### config.mk
export PLATFORM = sky130hd
export DESIGN_NAME = i2c_master_transfer_sequencer_unit
export DESIGN_NICKNAME = d
export VERILOG_FILES = /design/src/i2cs_pkg.sv /design/src/i2c_master_transfer_sequencer_unit.sv /design/src/i2cs_wbuf.sv /design/src/i2cs_ctrl.sv
export SDC_FILE = /design/constraint.sdc
export NUM_CORES = 1
export LEC_CHECK = 0
export BUFFER_PORTS_ARGS = -buffer_cell sky130_fd_sc_hd__buf_2
export CORE_MARGIN = 2
export CORE_UTILIZATION = 30
export DETAILED_ROUTE_END_ITERATION = 10
export PLACE_DENSITY = 0.45
export SYNTH_ARGS = -nofsm -noshare
export SYNTH_HDL_FRONTEND = slang
export SYNTH_SLANG_ARGS = --single-unit
### constraint.sdc
create_clock -name i_clk -period 2.9 [get_ports i_clk]
set_input_delay 0.58 -clock i_clk [delete_from_list [all_inputs] [get_ports i_clk]]
set_output_delay 0.58 -clock i_clk [all_outputs]
set_load 0.02 [all_outputs]
### src/i2cs_pkg.sv
`timescale 1ns / 1ps
// Shared types and codes for the I2C master transfer sequencer.
// No dependencies; imported by the top level and by i2cs_ctrl.
package i2cs_pkg;

    // Event kinds carried on the input tuser
    localparam logic [2:0] KIND_BEGIN     = 3'd0;
    localparam logic [2:0] KIND_LOAD      = 3'd1;
    localparam logic [2:0] KIND_START_SENT = 3'd2;
    localparam logic [2:0] KIND_ADDR_ACK  = 3'd3;
    localparam logic [2:0] KIND_TX_EMPTY  = 3'd4;
    localparam logic [2:0] KIND_RX_BYTE   = 3'd5;
    localparam logic [2:0] KIND_ERROR     = 3'd6;

    // Error kinds
    localparam logic [1:0] ERR_BUS  = 2'd0;
    localparam logic [1:0] ERR_ARLO = 2'd1;
    localparam logic [1:0] ERR_NACK = 2'd2;

    // Transfer status codes
    localparam logic [2:0] ST_IDLE = 3'd0;
    localparam logic [2:0] ST_BUSY = 3'd1;
    localparam logic [2:0] ST_OK   = 3'd2;
    localparam logic [2:0] ST_BERR = 3'd3;
    localparam logic [2:0] ST_ARLO = 3'd4;
    localparam logic [2:0] ST_NACK = 3'd5;

    // Enable/disable actions for ACK and buffer interrupts
    localparam logic [1:0] ACT_LEAVE   = 2'd0;
    localparam logic [1:0] ACT_ENABLE  = 2'd1;
    localparam logic [1:0] ACT_DISABLE = 2'd2;

    // Read phase never exceeds this many bytes
    localparam logic [6:0] READ_MAX = 7'd64;

    localparam int IN_DATA_W  = 40;
    localparam int OUT_DATA_W = 40;

    typedef struct packed {
        logic [2:0] kind;
        logic [6:0] slave_address;
        logic [6:0] write_count;
        logic [6:0] read_count;
        logic [5:0] byte_index;
        logic [7:0] data_byte;
        logic       transfer_finished;
        logic [1:0] error_kind;
    } t_item;

    typedef struct packed {
        logic       drive_valid;
        logic [7:0] drive_byte;
        logic       gen_start;
        logic       gen_stop;
        logic [1:0] ack_action;
        logic [1:0] buffer_irq_action;
        logic       event_irq_off;
        logic       read_valid;
        logic [7:0] read_byte;
        logic [5:0] read_index;
        logic [2:0] status;
    } t_result;

endpackage

### src/i2c_master_transfer_sequencer_unit.sv
`timescale 1ns / 1ps
// Top level of the I2C master transfer sequencer: stream ports, input and
// result registers. Depends on i2cs_pkg, i2cs_ctrl and i2cs_wbuf.
//
//  channel   | dir | tdata (low bit up)                               | tuser
//  ----------+-----+--------------------------------------------------+-------
//  s (event) | in  | slave_address, write_count, read_count,          | kind
//            |     | byte_index, data_byte, transfer_finished,        |
//            |     | error_kind                                       |
//  m (action)| out | drive_valid, drive_byte, gen_start, gen_stop,    | -
//            |     | ack_action, buffer_irq_action, event_irq_off,    |
//            |     | read_valid, read_byte, read_index, status        |
//
// One event per clock sustained while the output is not stalled.
// The input register feeds the decision logic, which loads the result register;
// the write buffer reads one item ahead so its registered read is ready in time.
// A stalled result holds both registers; s_tready drops only when both are full.
// Reset is synchronous, active low, and clears all transfer state at once.
module i2c_master_transfer_sequencer_unit #(
    parameter int BUF_DEPTH = 64
) (
    input  logic        i_clk,
    input  logic        i_rst_n,
    input  logic        i_s_tvalid,
    output logic        o_s_tready,
    // [6:0] slave_address, [13:7] write_count, [20:14] read_count,
    // [26:21] byte_index, [34:27] data_byte, [35] transfer_finished,
    // [37:36] error_kind, [39:38] zero
    input  logic [i2cs_pkg::IN_DATA_W-1:0]  i_s_tdata,
    // [2:0] kind
    input  logic [2:0]  i_s_tuser,
    output logic        o_m_tvalid,
    input  logic        i_m_tready,
    // [0] drive_valid, [8:1] drive_byte, [9] gen_start, [10] gen_stop,
    // [12:11] ack_action, [14:13] buffer_irq_action, [15] event_irq_off,
    // [16] read_valid, [24:17] read_byte, [30:25] read_index, [33:31] status,
    // [39:34] zero
    output logic [i2cs_pkg::OUT_DATA_W-1:0] o_m_tdata
);
    import i2cs_pkg::*;

    localparam int AW = (BUF_DEPTH > 1) ? $clog2(BUF_DEPTH) : 1;

    logic    r_in_vld;
    t_item   r_item;
    logic    r_out_vld;
    t_result r_result;
    logic    advance;
    logic    step;
    t_result result;
    logic    wr_en;
    logic [AW-1:0] wr_addr;
    logic [AW-1:0] rd_addr;
    logic [7:0]    rd_data;

    assign advance    = !r_out_vld || i_m_tready;
    assign step       = r_in_vld && advance;
    assign o_s_tready = !r_in_vld || advance;

    // Capture an accepted event
    always_ff @(posedge i_clk) begin
        if (!i_rst_n) begin
            r_in_vld <= 1'b0;
        end else if (o_s_tready) begin
            r_in_vld <= i_s_tvalid;
        end
    end

    always_ff @(posedge i_clk) begin
        if (o_s_tready && i_s_tvalid) begin
            r_item.kind              <= i_s_tuser;
            r_item.slave_address     <= i_s_tdata[6:0];
            r_item.write_count       <= i_s_tdata[13:7];
            r_item.read_count        <= i_s_tdata[20:14];
            r_item.byte_index        <= i_s_tdata[26:21];
            r_item.data_byte         <= i_s_tdata[34:27];
            r_item.transfer_finished <= i_s_tdata[35];
            r_item.error_kind        <= i_s_tdata[37:36];
        end
    end

    i2cs_ctrl #(
        .BUF_DEPTH (BUF_DEPTH),
        .AW        (AW)
    ) u_ctrl (
        .i_clk     (i_clk),
        .i_rst_n   (i_rst_n),
        .i_step    (step),
        .i_item    (r_item),
        .i_rd_data (rd_data),
        .o_wr_en   (wr_en),
        .o_wr_addr (wr_addr),
        .o_rd_addr (rd_addr),
        .o_result  (result)
    );

    i2cs_wbuf #(
        .DEPTH (BUF_DEPTH),
        .AW    (AW)
    ) u_wbuf (
        .i_clk     (i_clk),
        .i_wr_en   (wr_en),
        .i_wr_addr (wr_addr),
        .i_wr_data (r_item.data_byte),
        .i_rd_addr (rd_addr),
        .o_rd_data (rd_data)
    );

    // Load the result register
    always_ff @(posedge i_clk) begin
        if (!i_rst_n) begin
            r_out_vld <= 1'b0;
        end else if (advance) begin
            r_out_vld <= r_in_vld;
        end
    end

    always_ff @(posedge i_clk) begin
        if (step) begin
            r_result <= result;
        end
    end

    assign o_m_tvalid = r_out_vld;
    assign o_m_tdata  = {6'd0,
                         r_result.status,
                         r_result.read_index,
                         r_result.read_byte,
                         r_result.read_valid,
                         r_result.event_irq_off,
                         r_result.buffer_irq_action,
                         r_result.ack_action,
                         r_result.gen_stop,
                         r_result.gen_start,
                         r_result.drive_byte,
                         r_result.drive_valid};

`ifndef SYNTHESIS
    // A delivered read byte only comes from a live or just-finished transfer
    a_read_status: assert property (@(posedge i_clk) disable iff (!i_rst_n)
        (r_out_vld && r_result.read_valid) |->
            (r_result.status == ST_BUSY || r_result.status == ST_OK))
        else $error("read byte delivered outside a transfer");
    // A stop always ends the transfer
    a_stop_ends: assert property (@(posedge i_clk) disable iff (!i_rst_n)
        (r_out_vld && r_result.gen_stop) |-> (r_result.status != ST_BUSY))
        else $error("stop requested while still busy");
    // Never drive and deliver in the same result
    a_drive_xor_read: assert property (@(posedge i_clk) disable iff (!i_rst_n)
        r_out_vld |-> !(r_result.drive_valid && r_result.read_valid))
        else $error("drive and read in one result");
    // Every start comes with buffer events turned on
    a_start_irq: assert property (@(posedge i_clk) disable iff (!i_rst_n)
        (r_out_vld && r_result.gen_start) |-> (r_result.buffer_irq_action == ACT_ENABLE))
        else $error("start without buffer events enabled");
`endif

endmodule

### src/i2cs_wbuf.sv
`timescale 1ns / 1ps
// Write byte buffer: one write port, one registered read port with write bypass.
// Depends on nothing; instantiated by the top level.
module i2cs_wbuf #(
    parameter int DEPTH = 64,
    parameter int AW    = 6
) (
    input  logic          i_clk,
    input  logic          i_wr_en,
    input  logic [AW-1:0] i_wr_addr,
    input  logic [7:0]    i_wr_data,
    input  logic [AW-1:0] i_rd_addr,
    output logic [7:0]    o_rd_data
);

    logic [7:0] r_mem [DEPTH];
    logic [7:0] r_rd_data;

    // Store loaded bytes
    always_ff @(posedge i_clk) begin
        if (i_wr_en) begin
            r_mem[i_wr_addr] <= i_wr_data;
        end
    end

    // Read ahead; take the new byte when it lands on the same slot
    always_ff @(posedge i_clk) begin
        if (i_wr_en && (i_wr_addr == i_rd_addr)) begin
            r_rd_data <= i_wr_data;
        end else begin
            r_rd_data <= r_mem[i_rd_addr];
        end
    end

    assign o_rd_data = r_rd_data;

endmodule

### src/i2cs_ctrl.sv
`timescale 1ns / 1ps
// Transfer state and per-event decision logic of the sequencer.
// Depends on i2cs_pkg; drives the write buffer read address one item ahead.
module i2cs_ctrl #(
    parameter int BUF_DEPTH = 64,
    parameter int AW        = 6
) (
    input  logic              i_clk,
    input  logic              i_rst_n,
    input  logic              i_step,
    input  i2cs_pkg::t_item   i_item,
    input  logic [7:0]        i_rd_data,
    output logic              o_wr_en,
    output logic [AW-1:0]     o_wr_addr,
    output logic [AW-1:0]     o_rd_addr,
    output i2cs_pkg::t_result o_result
);
    import i2cs_pkg::*;

    logic       r_read_phase, n_read_phase;
    logic [6:0] r_target, n_target;
    logic [6:0] r_wr_wanted, n_wr_wanted;
    logic [6:0] r_rd_wanted, n_rd_wanted;
    logic [6:0] r_wr_done, n_wr_done;
    logic [6:0] r_rd_done, n_rd_done;
    logic [2:0] r_status, n_status;

    logic       busy;
    logic [6:0] wr_done_inc;
    logic [6:0] rd_done_inc;
    logic [7:0] rd_done_inc2;
    logic       more_writes;
    logic [6:0] begin_ww;
    logic [6:0] begin_rw;
    t_result    res;

    assign busy         = (r_status == ST_BUSY);
    assign wr_done_inc  = r_wr_done + 7'd1;
    assign rd_done_inc  = r_rd_done + 7'd1;
    assign rd_done_inc2 = {1'b0, rd_done_inc} + 8'd1;
    assign more_writes  = (r_wr_done < r_wr_wanted);
    assign begin_ww     = (32'(i_item.write_count) > BUF_DEPTH) ? 7'(BUF_DEPTH)
                                                                 : i_item.write_count;
    assign begin_rw     = (i_item.read_count > READ_MAX) ? READ_MAX : i_item.read_count;

    // Decide bus actions and next state for the item in the input register
    always_comb begin
        res          = '0;
        n_read_phase = r_read_phase;
        n_target     = r_target;
        n_wr_wanted  = r_wr_wanted;
        n_rd_wanted  = r_rd_wanted;
        n_wr_done    = r_wr_done;
        n_rd_done    = r_rd_done;
        n_status     = r_status;
        o_wr_en      = 1'b0;

        if (i_step) begin
            unique case (i_item.kind) inside
                KIND_BEGIN: begin
                    n_status     = ST_BUSY;
                    n_target     = i_item.slave_address;
                    n_wr_wanted  = begin_ww;
                    n_rd_wanted  = begin_rw;
                    n_wr_done    = '0;
                    n_rd_done    = '0;
                    n_read_phase = (begin_ww == '0) && (begin_rw != '0);
                    res.gen_start         = 1'b1;
                    res.buffer_irq_action = ACT_ENABLE;
                    if ((begin_ww == '0) && (begin_rw != '0)) begin
                        res.ack_action = ACT_ENABLE;
                    end
                end
                KIND_LOAD: begin
                    o_wr_en = (32'(i_item.byte_index) < BUF_DEPTH);
                end
                KIND_START_SENT: begin
                    if (busy) begin
                        res.drive_valid = 1'b1;
                        res.drive_byte  = {r_target, r_read_phase};
                    end
                end
                KIND_ADDR_ACK, KIND_TX_EMPTY: begin
                    if (busy && !r_read_phase && more_writes) begin
                        // Drive the next write byte; quiet buffer events after the last
                        res.drive_valid = 1'b1;
                        res.drive_byte  = i_rd_data;
                        n_wr_done       = wr_done_inc;
                        if (wr_done_inc == r_wr_wanted) begin
                            res.buffer_irq_action = ACT_DISABLE;
                        end
                    end else if (i_item.kind == KIND_ADDR_ACK) begin
                        if (busy && r_read_phase && (r_rd_wanted == 7'd1)) begin
                            res.ack_action = ACT_DISABLE;
                        end
                    end else if (busy && !r_read_phase && i_item.transfer_finished) begin
                        if (r_rd_wanted != '0) begin
                            // Repeated start into the read phase
                            n_read_phase          = 1'b1;
                            n_rd_done             = '0;
                            res.buffer_irq_action = ACT_ENABLE;
                            res.gen_start         = 1'b1;
                            res.ack_action        = ACT_ENABLE;
                        end else begin
                            res.gen_stop      = 1'b1;
                            res.event_irq_off = 1'b1;
                            n_status          = ST_OK;
                        end
                    end
                end
                KIND_RX_BYTE: begin
                    if (busy && r_read_phase && (r_rd_done < r_rd_wanted)) begin
                        res.read_valid = 1'b1;
                        res.read_byte  = i_item.data_byte;
                        res.read_index = r_rd_done[5:0];
                        n_rd_done      = rd_done_inc;
                        if (rd_done_inc2 == {1'b0, r_rd_wanted}) begin
                            res.ack_action = ACT_DISABLE;
                        end else if (rd_done_inc == r_rd_wanted) begin
                            res.gen_stop = 1'b1;
                            n_status     = ST_OK;
                        end
                    end
                end
                KIND_ERROR: begin
                    unique case (i_item.error_kind)
                        ERR_ARLO: n_status = ST_ARLO;
                        ERR_NACK: n_status = ST_NACK;
                        default:  n_status = ST_BERR;
                    endcase
                    res.gen_stop = 1'b1;
                end
                default: begin
                end
            endcase
        end
        res.status = n_status;
    end

    assign o_result  = res;
    assign o_wr_addr = AW'(i_item.byte_index);
    assign o_rd_addr = AW'(n_wr_done);

    // Hold transfer state
    always_ff @(posedge i_clk) begin
        if (!i_rst_n) begin
            r_read_phase <= 1'b0;
            r_target     <= '0;
            r_wr_wanted  <= '0;
            r_rd_wanted  <= '0;
            r_wr_done    <= '0;
            r_rd_done    <= '0;
            r_status     <= ST_IDLE;
        end else begin
            r_read_phase <= n_read_phase;
            r_target     <= n_target;
            r_wr_wanted  <= n_wr_wanted;
            r_rd_wanted  <= n_rd_wanted;
            r_wr_done    <= n_wr_done;
            r_rd_done    <= n_rd_done;
            r_status     <= n_status;
        end
    end

`ifndef SYNTHESIS
    // Counters never run past what the transfer asked for
    a_wr_bound: assert property (@(posedge i_clk) disable iff (!i_rst_n)
        r_wr_done <= r_wr_wanted)
        else $error("write count passed requested writes");
    a_rd_bound: assert property (@(posedge i_clk) disable iff (!i_rst_n)
        r_rd_done <= r_rd_wanted)
        else $error("read count passed requested reads");
    // Requested reads stay saturated
    a_rd_wanted_max: assert property (@(posedge i_clk) disable iff (!i_rst_n)
        r_rd_wanted <= READ_MAX)
        else $error("requested reads above the read limit");
`endif

endmodule
Word level (Yosys, flattened, before mapping)
Memory sizes are Yosys's and may differ from the RTL's. A register that Yosys moved wholly into a read port is not among the register bits.
Index checks and enable logic that the tools add are counted.
Cells by class
  $add $sub $neg: 3
  $lt $le $gt $ge: 4
  equal/unequal tests: 19
  muxes and demuxes: 54
  bitwise logic cells: 2
  reduce and logical (&&, ||, !) cells: 27
Operator list (count)
  2-to-1 mux 7 bit: 9
  2-to-1 mux 3 bit: 11
  case mux 7 bit (3 select lines): 1
  2-to-1 mux 9 bit: 2
  case mux 9 bit (2 select lines): 1
  2-to-1 mux 15 bit: 1
  adder 7 x 1 -> 7 bit, second input constant: 2
  equality test 7 bit: 2
  greater-than comparator 7 bit, second input constant: 2
  less-than comparator 7 bit: 2
  case mux 7 bit (2 select lines): 1
  nonzero test 7 bit: 2
  2-to-1 mux 1 bit: 13
  2-to-1 mux 2 bit: 6
  case mux 3 bit (4 select lines): 1
  equality test 3 bit, second input constant: 3
  logical AND 1 bit: 9
  adder 7 x 1 -> 8 bit, second input constant: 1
  equality test 8 x 7 -> 1 bit: 1
  equality test 7 x 1 -> 1 bit, second input constant: 1
  zero test 7 bit: 1
  AND reduction 7 bit: 1
  equality test 3 x 1 -> 1 bit, second input constant: 2
  equality test 3 x 2 -> 1 bit, second input constant: 2
  other kinds (22): 32
Storage, ports and cells
  register bits after elaboration: 116
  memory bits (writable): 512
  input bits: 47
  output and inout port bits: 42
  word-level logic and storage cells: 139
  memories: 1
Memories
  u_wbuf.r_mem: depth 64, width 8, rd ports 1, clocked after memory_dff 1, write ports 1, RTL line i2cs_wbuf.sv:16  | logic [7:0] r_mem [DEPTH];

Longest topological paths before layout
  word-level depth: 8
  mapped depth: 10
  depth with buffers taken out: 9

Cells and area by module
From an unflattened synthesis, not the netlist that was laid out.
Unflattened totals
  cell total of the unflattened synthesis: 1447
  area, all modules: 25747.2 sq um
Modules (own cells, without submodules)
  i2cs_wbuf: instances 1, cells an instance 938, area each 20126.8 sq um, seq. area each 15494.9 sq um
  i2cs_ctrl: instances 1, cells an instance 418, area each 3215.6 sq um, seq. area each 780.7 sq um
  i2c_master_transfer_sequencer_unit: instances 1, cells an instance 91, area each 2404.8 sq um, seq. area each 2292.2 sq um

Worst setup path after synthesis
No wires, ideal clock.
  path type: in2reg
  from: in i_m_tready
  to: reg u_ctrl.r_wr_done[3]
  setup time: 74 ps
  arrival: 2522 ps
  required time: 2826 ps
  slack: 304 ps
  cell stages on the path: 8
  path buffers: 1
  cells stage by stage: nor2b_1 -> nand2b_1 -> inv_1 -> clkbuf_1 -> nand2_1 -> o21ai_0 -> nand3_1 -> o21ai_0
On the way
  longest elaborated chain between the ends: 3
RTL lines
  start, declared: RTL line i2c_master_transfer_sequencer_unit.sv:33  | input logic i_m_tready,
  logical OR 1 bit: RTL line i2c_master_transfer_sequencer_unit.sv:56  | assign advance = !r_out_vld || i_m_tready;
  logical AND 1 bit: RTL line i2c_master_transfer_sequencer_unit.sv:57  | assign step = r_in_vld && advance;
  net step: RTL line i2c_master_transfer_sequencer_unit.sv:49  | logic step;
  2-to-1 mux 6 bit: RTL line i2cs_ctrl.sv:58  | if (i_step) begin
  end signal, assigned: RTL line i2cs_ctrl.sv:159  | r_wr_done <= n_wr_done;
  end, declared: RTL line i2cs_ctrl.sv:24  | logic [6:0] r_wr_done, n_wr_done;
The timed path passes the listed nets, and every way through them passes these cells.
A chain may end at the register's enable or synchronous reset.

Worst setup path after layout
  from: reg r_item[39] (netlist bit)
  to: mem u_wbuf.r_mem[0][1], enable pin
On the way
  longest elaborated chain between the ends: 5
RTL lines
  start, declared: RTL line i2c_master_transfer_sequencer_unit.sv:45  | t_item r_item;
  equality test 3 x 1 -> 1 bit (no source line)
  2-to-1 mux 1 bit: RTL line i2cs_ctrl.sv:59  | unique case (i_item.kind) inside
  2-to-1 mux 1 bit: RTL line i2cs_ctrl.sv:58
  2-to-1 mux 1 bit: RTL line i2cs_wbuf.sv:21  | if (i_wr_en) begin
  2-to-1 mux 1 bit (not written as such): RTL line i2cs_wbuf.sv:22  | r_mem[i_wr_addr] <= i_wr_data;
  end, declared: RTL line i2cs_wbuf.sv:16
Every way passes these cells.

==> impl_metrics.ini <==
[setup_path]
crit_chain = nor2_1 -> nand3_1 -> nor2_1 -> nand2_1 -> nor2_1 -> buf_4
cp-start-kind = flip-flop
arrival_ns = 3.00
critPathMaxStageDelay_ns = 0.48
crit_buf_inv = 1
cpLargestDelayFamily = simple AND/OR/NAND/NOR gates
critPathCaptureType = flip-flop
required_ns = 3.23
cp_slowest_cell = edfxtp_1
crit_type = flip-flop to flip-flop
crit_path_frequent_cell = nor2_1
critPathMaxFanout = 8

[yosys]
syn-instance-count = 1512
yosys_warnings = 0
synth.avg_cell_area_sq_um = 17.0
synthTopCellsByArea = edfxtp_1, mux4_2, dfxtp_1, mux2i_1, nand2_1
syn_area_sq_um = 25700
synthArstFlopShare_pct = 0
ys_types = 69
synth_edf_count = 586
yosysSeqAreaShare_pct = 72.3
yosys.area.top_type = edfxtp_1
synth_top_area_share_pct = 68.6
yosys_most_used_dff = edfxtp_1
synth_seq_cells = 633

[grt]
overflow = 0
grt.total_usage_pct = 14.6
grt_max_degree = 66
grt_pass1_vias = 14300
antenna_found_initial = 2
grt_pass1_wl_mm = 94.0

[placed_design]
gp_congestion = 0.794
dp_hpwl_mm = 41.7
io_buffers = 80

[timing]
hold_ws_ns = 0.146
setup_tns_ns = 0
period_minus_slack_ns = 2.68
fin_skew_ns = 0.0257
finalSetupViolations = 0
hold_violations = 0
rsz0062_at_grt = no
drv_slew = 0
worstMarginPinSlew_ns = 1.24
fmax_mhz = 374
fin_crit_sh_pct = 92.3
slew_headroom_pct = 17.6

[detailed_routing]
drtIter0Drc = 1019
via_count = 14000
drc = 0
wire_per_inst_microns = 22.0
viasPerCell = 4.78
finalWirelength_mm = 64.3
first_pass_iters = 7
postRouteAntennaNets = 0

[clocking]
cts_tree = built
holdBufCountCts = 0
cts_resized = 0
clk_root_buffer_cell = clkbuf_16
clk_latency_ns = 0.62
h-tree-depth = 3
clk_pin_slew_ns = 0.06
cts.sinks = 633
clock_path_buffers = 3
cts_buffers = 70
post-cts-setup-buffer-count = 0

[floorplanning]
rows = 107
dieWidth_microns = 296
coreArea_sq_um = 85000
io_pins = 89
initial_core_util_pct = 30.2
die_h_microns = 296
die_area_sq_um = 87900

[cells_and_area]
diodes = 0
drive_above_1_share_pct = 26.4
area_delta_synth_final_pct = 19.4
mostFrequentLayoutCells = edfxtp_1, buf_4, mux4_2, nand2_1, nor2_1
n_fill_cell = 8002
mostFrequentLayoutCell = edfxtp_1
fin_util_pct = 36.0
nets = 1788

[status]
status = finished clean

[hold_path]
holdCritPathClass = primary input to flip-flop

[power]
powerDensity_nw_per_um2 = 623
ir_worst_vdd_v = 0.000411
power.leakage_uw = 0.00964

[run]
drv_cap = 0
power breakdown:
group,switching (uW),internal (uW)
logic,304,98.5
clock network,3610,4970
registers,54.9,10000
total,3970,15100
state kept, by name, summed over array words and instances (netlist names), 3 cells and up, named ones only:
| signal | flops |
|---|---|
| u_ctrl.r_wr_wanted | 7 |
| u_wbuf.r_mem | 512 |
| u_ctrl.r_rd_done | 7 |
| u_ctrl.r_rd_wanted | 7 |
| o_m_tdata | 33 |
| u_ctrl.r_target | 7 |
| r_item | 41 |
| u_ctrl.r_status | 3 |
| u_ctrl.r_wr_done | 7 |
stage by stage:
step | worst slack (ns) | std cells | total power [uW] | instance area [sq um]
after floorplan | 0.304 | 1517 | 10500 | 25700
after CTS | 0.108 | 2920 | 19300 | 30600
final | 0.223 | 2920 | 19100 | 30600
after detailed placement | 0.0223 | 2795 | 10700 | 28400
after global placement | 0.0513 | 2795 | 10700 | 28400
after global routing | 0.0104 | 2920 | 19700 | 30600
worst paths after layout:
check	start	end	slack, ns	depth (start not counted)
hold reg to reg	u_ctrl.r_wr_wanted[0]	u_ctrl.r_wr_wanted[0]	0.47	2
setup / recovery	r_item[39]	u_wbuf.r_mem[0][1]	0.22	6
setup reg to reg	r_item[39]	u_wbuf.r_mem[0][1]	0.22	6
hold / removal	i_s_tdata[18]	r_item[21]	0.15	1
per-layer routing:
layer | vias to the layer above | track usage, % | routed length, microns | share of wire (%)
met5 | - | 0 | 13 | 0.020
met4 | 2 | 4.14 | 1580 | 2.5
met3 | 89 | 2.70 | 2910 | 4.5
met2 | 318 | 23.8 | 30600 | 48
met1 | 7168 | 20.1 | 29200 | 45
li1 | 6374 | - | - | -
cells in the mapped netlist (4+ instances only):
master    count
o21ai_0      18
a21oi_1      50
and2_1       13
nand2b_1      8
nand2_1     111
edfxtp_1    586
buf_2        19
mux2i_1      65
mux2_2       16
xor2_1        5
buf_4         7
xnor2_1      14
nor3_1       13
inv_1        24
buf_1        13
nand3b_1     19
or2_2         4
a22o_1        4
nand4_1      28
mux4_2      112
a211oi_1      7
nor4_1        4
nor2b_1      16
o22ai_1       6
clkbuf_1     50
ha_1         18
or3_1         4
a31oi_1       5
nor2_1      107
dfxtp_1      47
a22oi_1      24
nand3_1      39
layout make-up:
cell class / instances / area, sq um / share of cell area [%]
inverters: 24 / 90.1 / 0.294
clock buffers: 93 / 1890 / 6.17
clock inverters: 32 / 304 / 0.993
repair buffers: 224 / 1690 / 5.53
flip-flops and latches: 633 / 18500 / 60.6
multi-input cells: 770 / 6670 / 21.8
well taps: 1144 / 1430 / 4.67
cell families (layout without fill, tap and decap cells):
group | Yosys count | count (layout) | share of synthesized area (%)
compound gates | 151 | 151 | 3.93
flops | 633 | 633 | 72.3
mux | 193 | 193 | 13.1
xor+xnor | 21 | 21 | 0.824
fa+ha+maj | 18 | 18 | 0.878
simple gates | 381 | 381 | 7.16
other cells | 1 | 6 | 0.0146
buf+inv | 114 | 373 | 1.87
(Power assumes the default switching activity.)
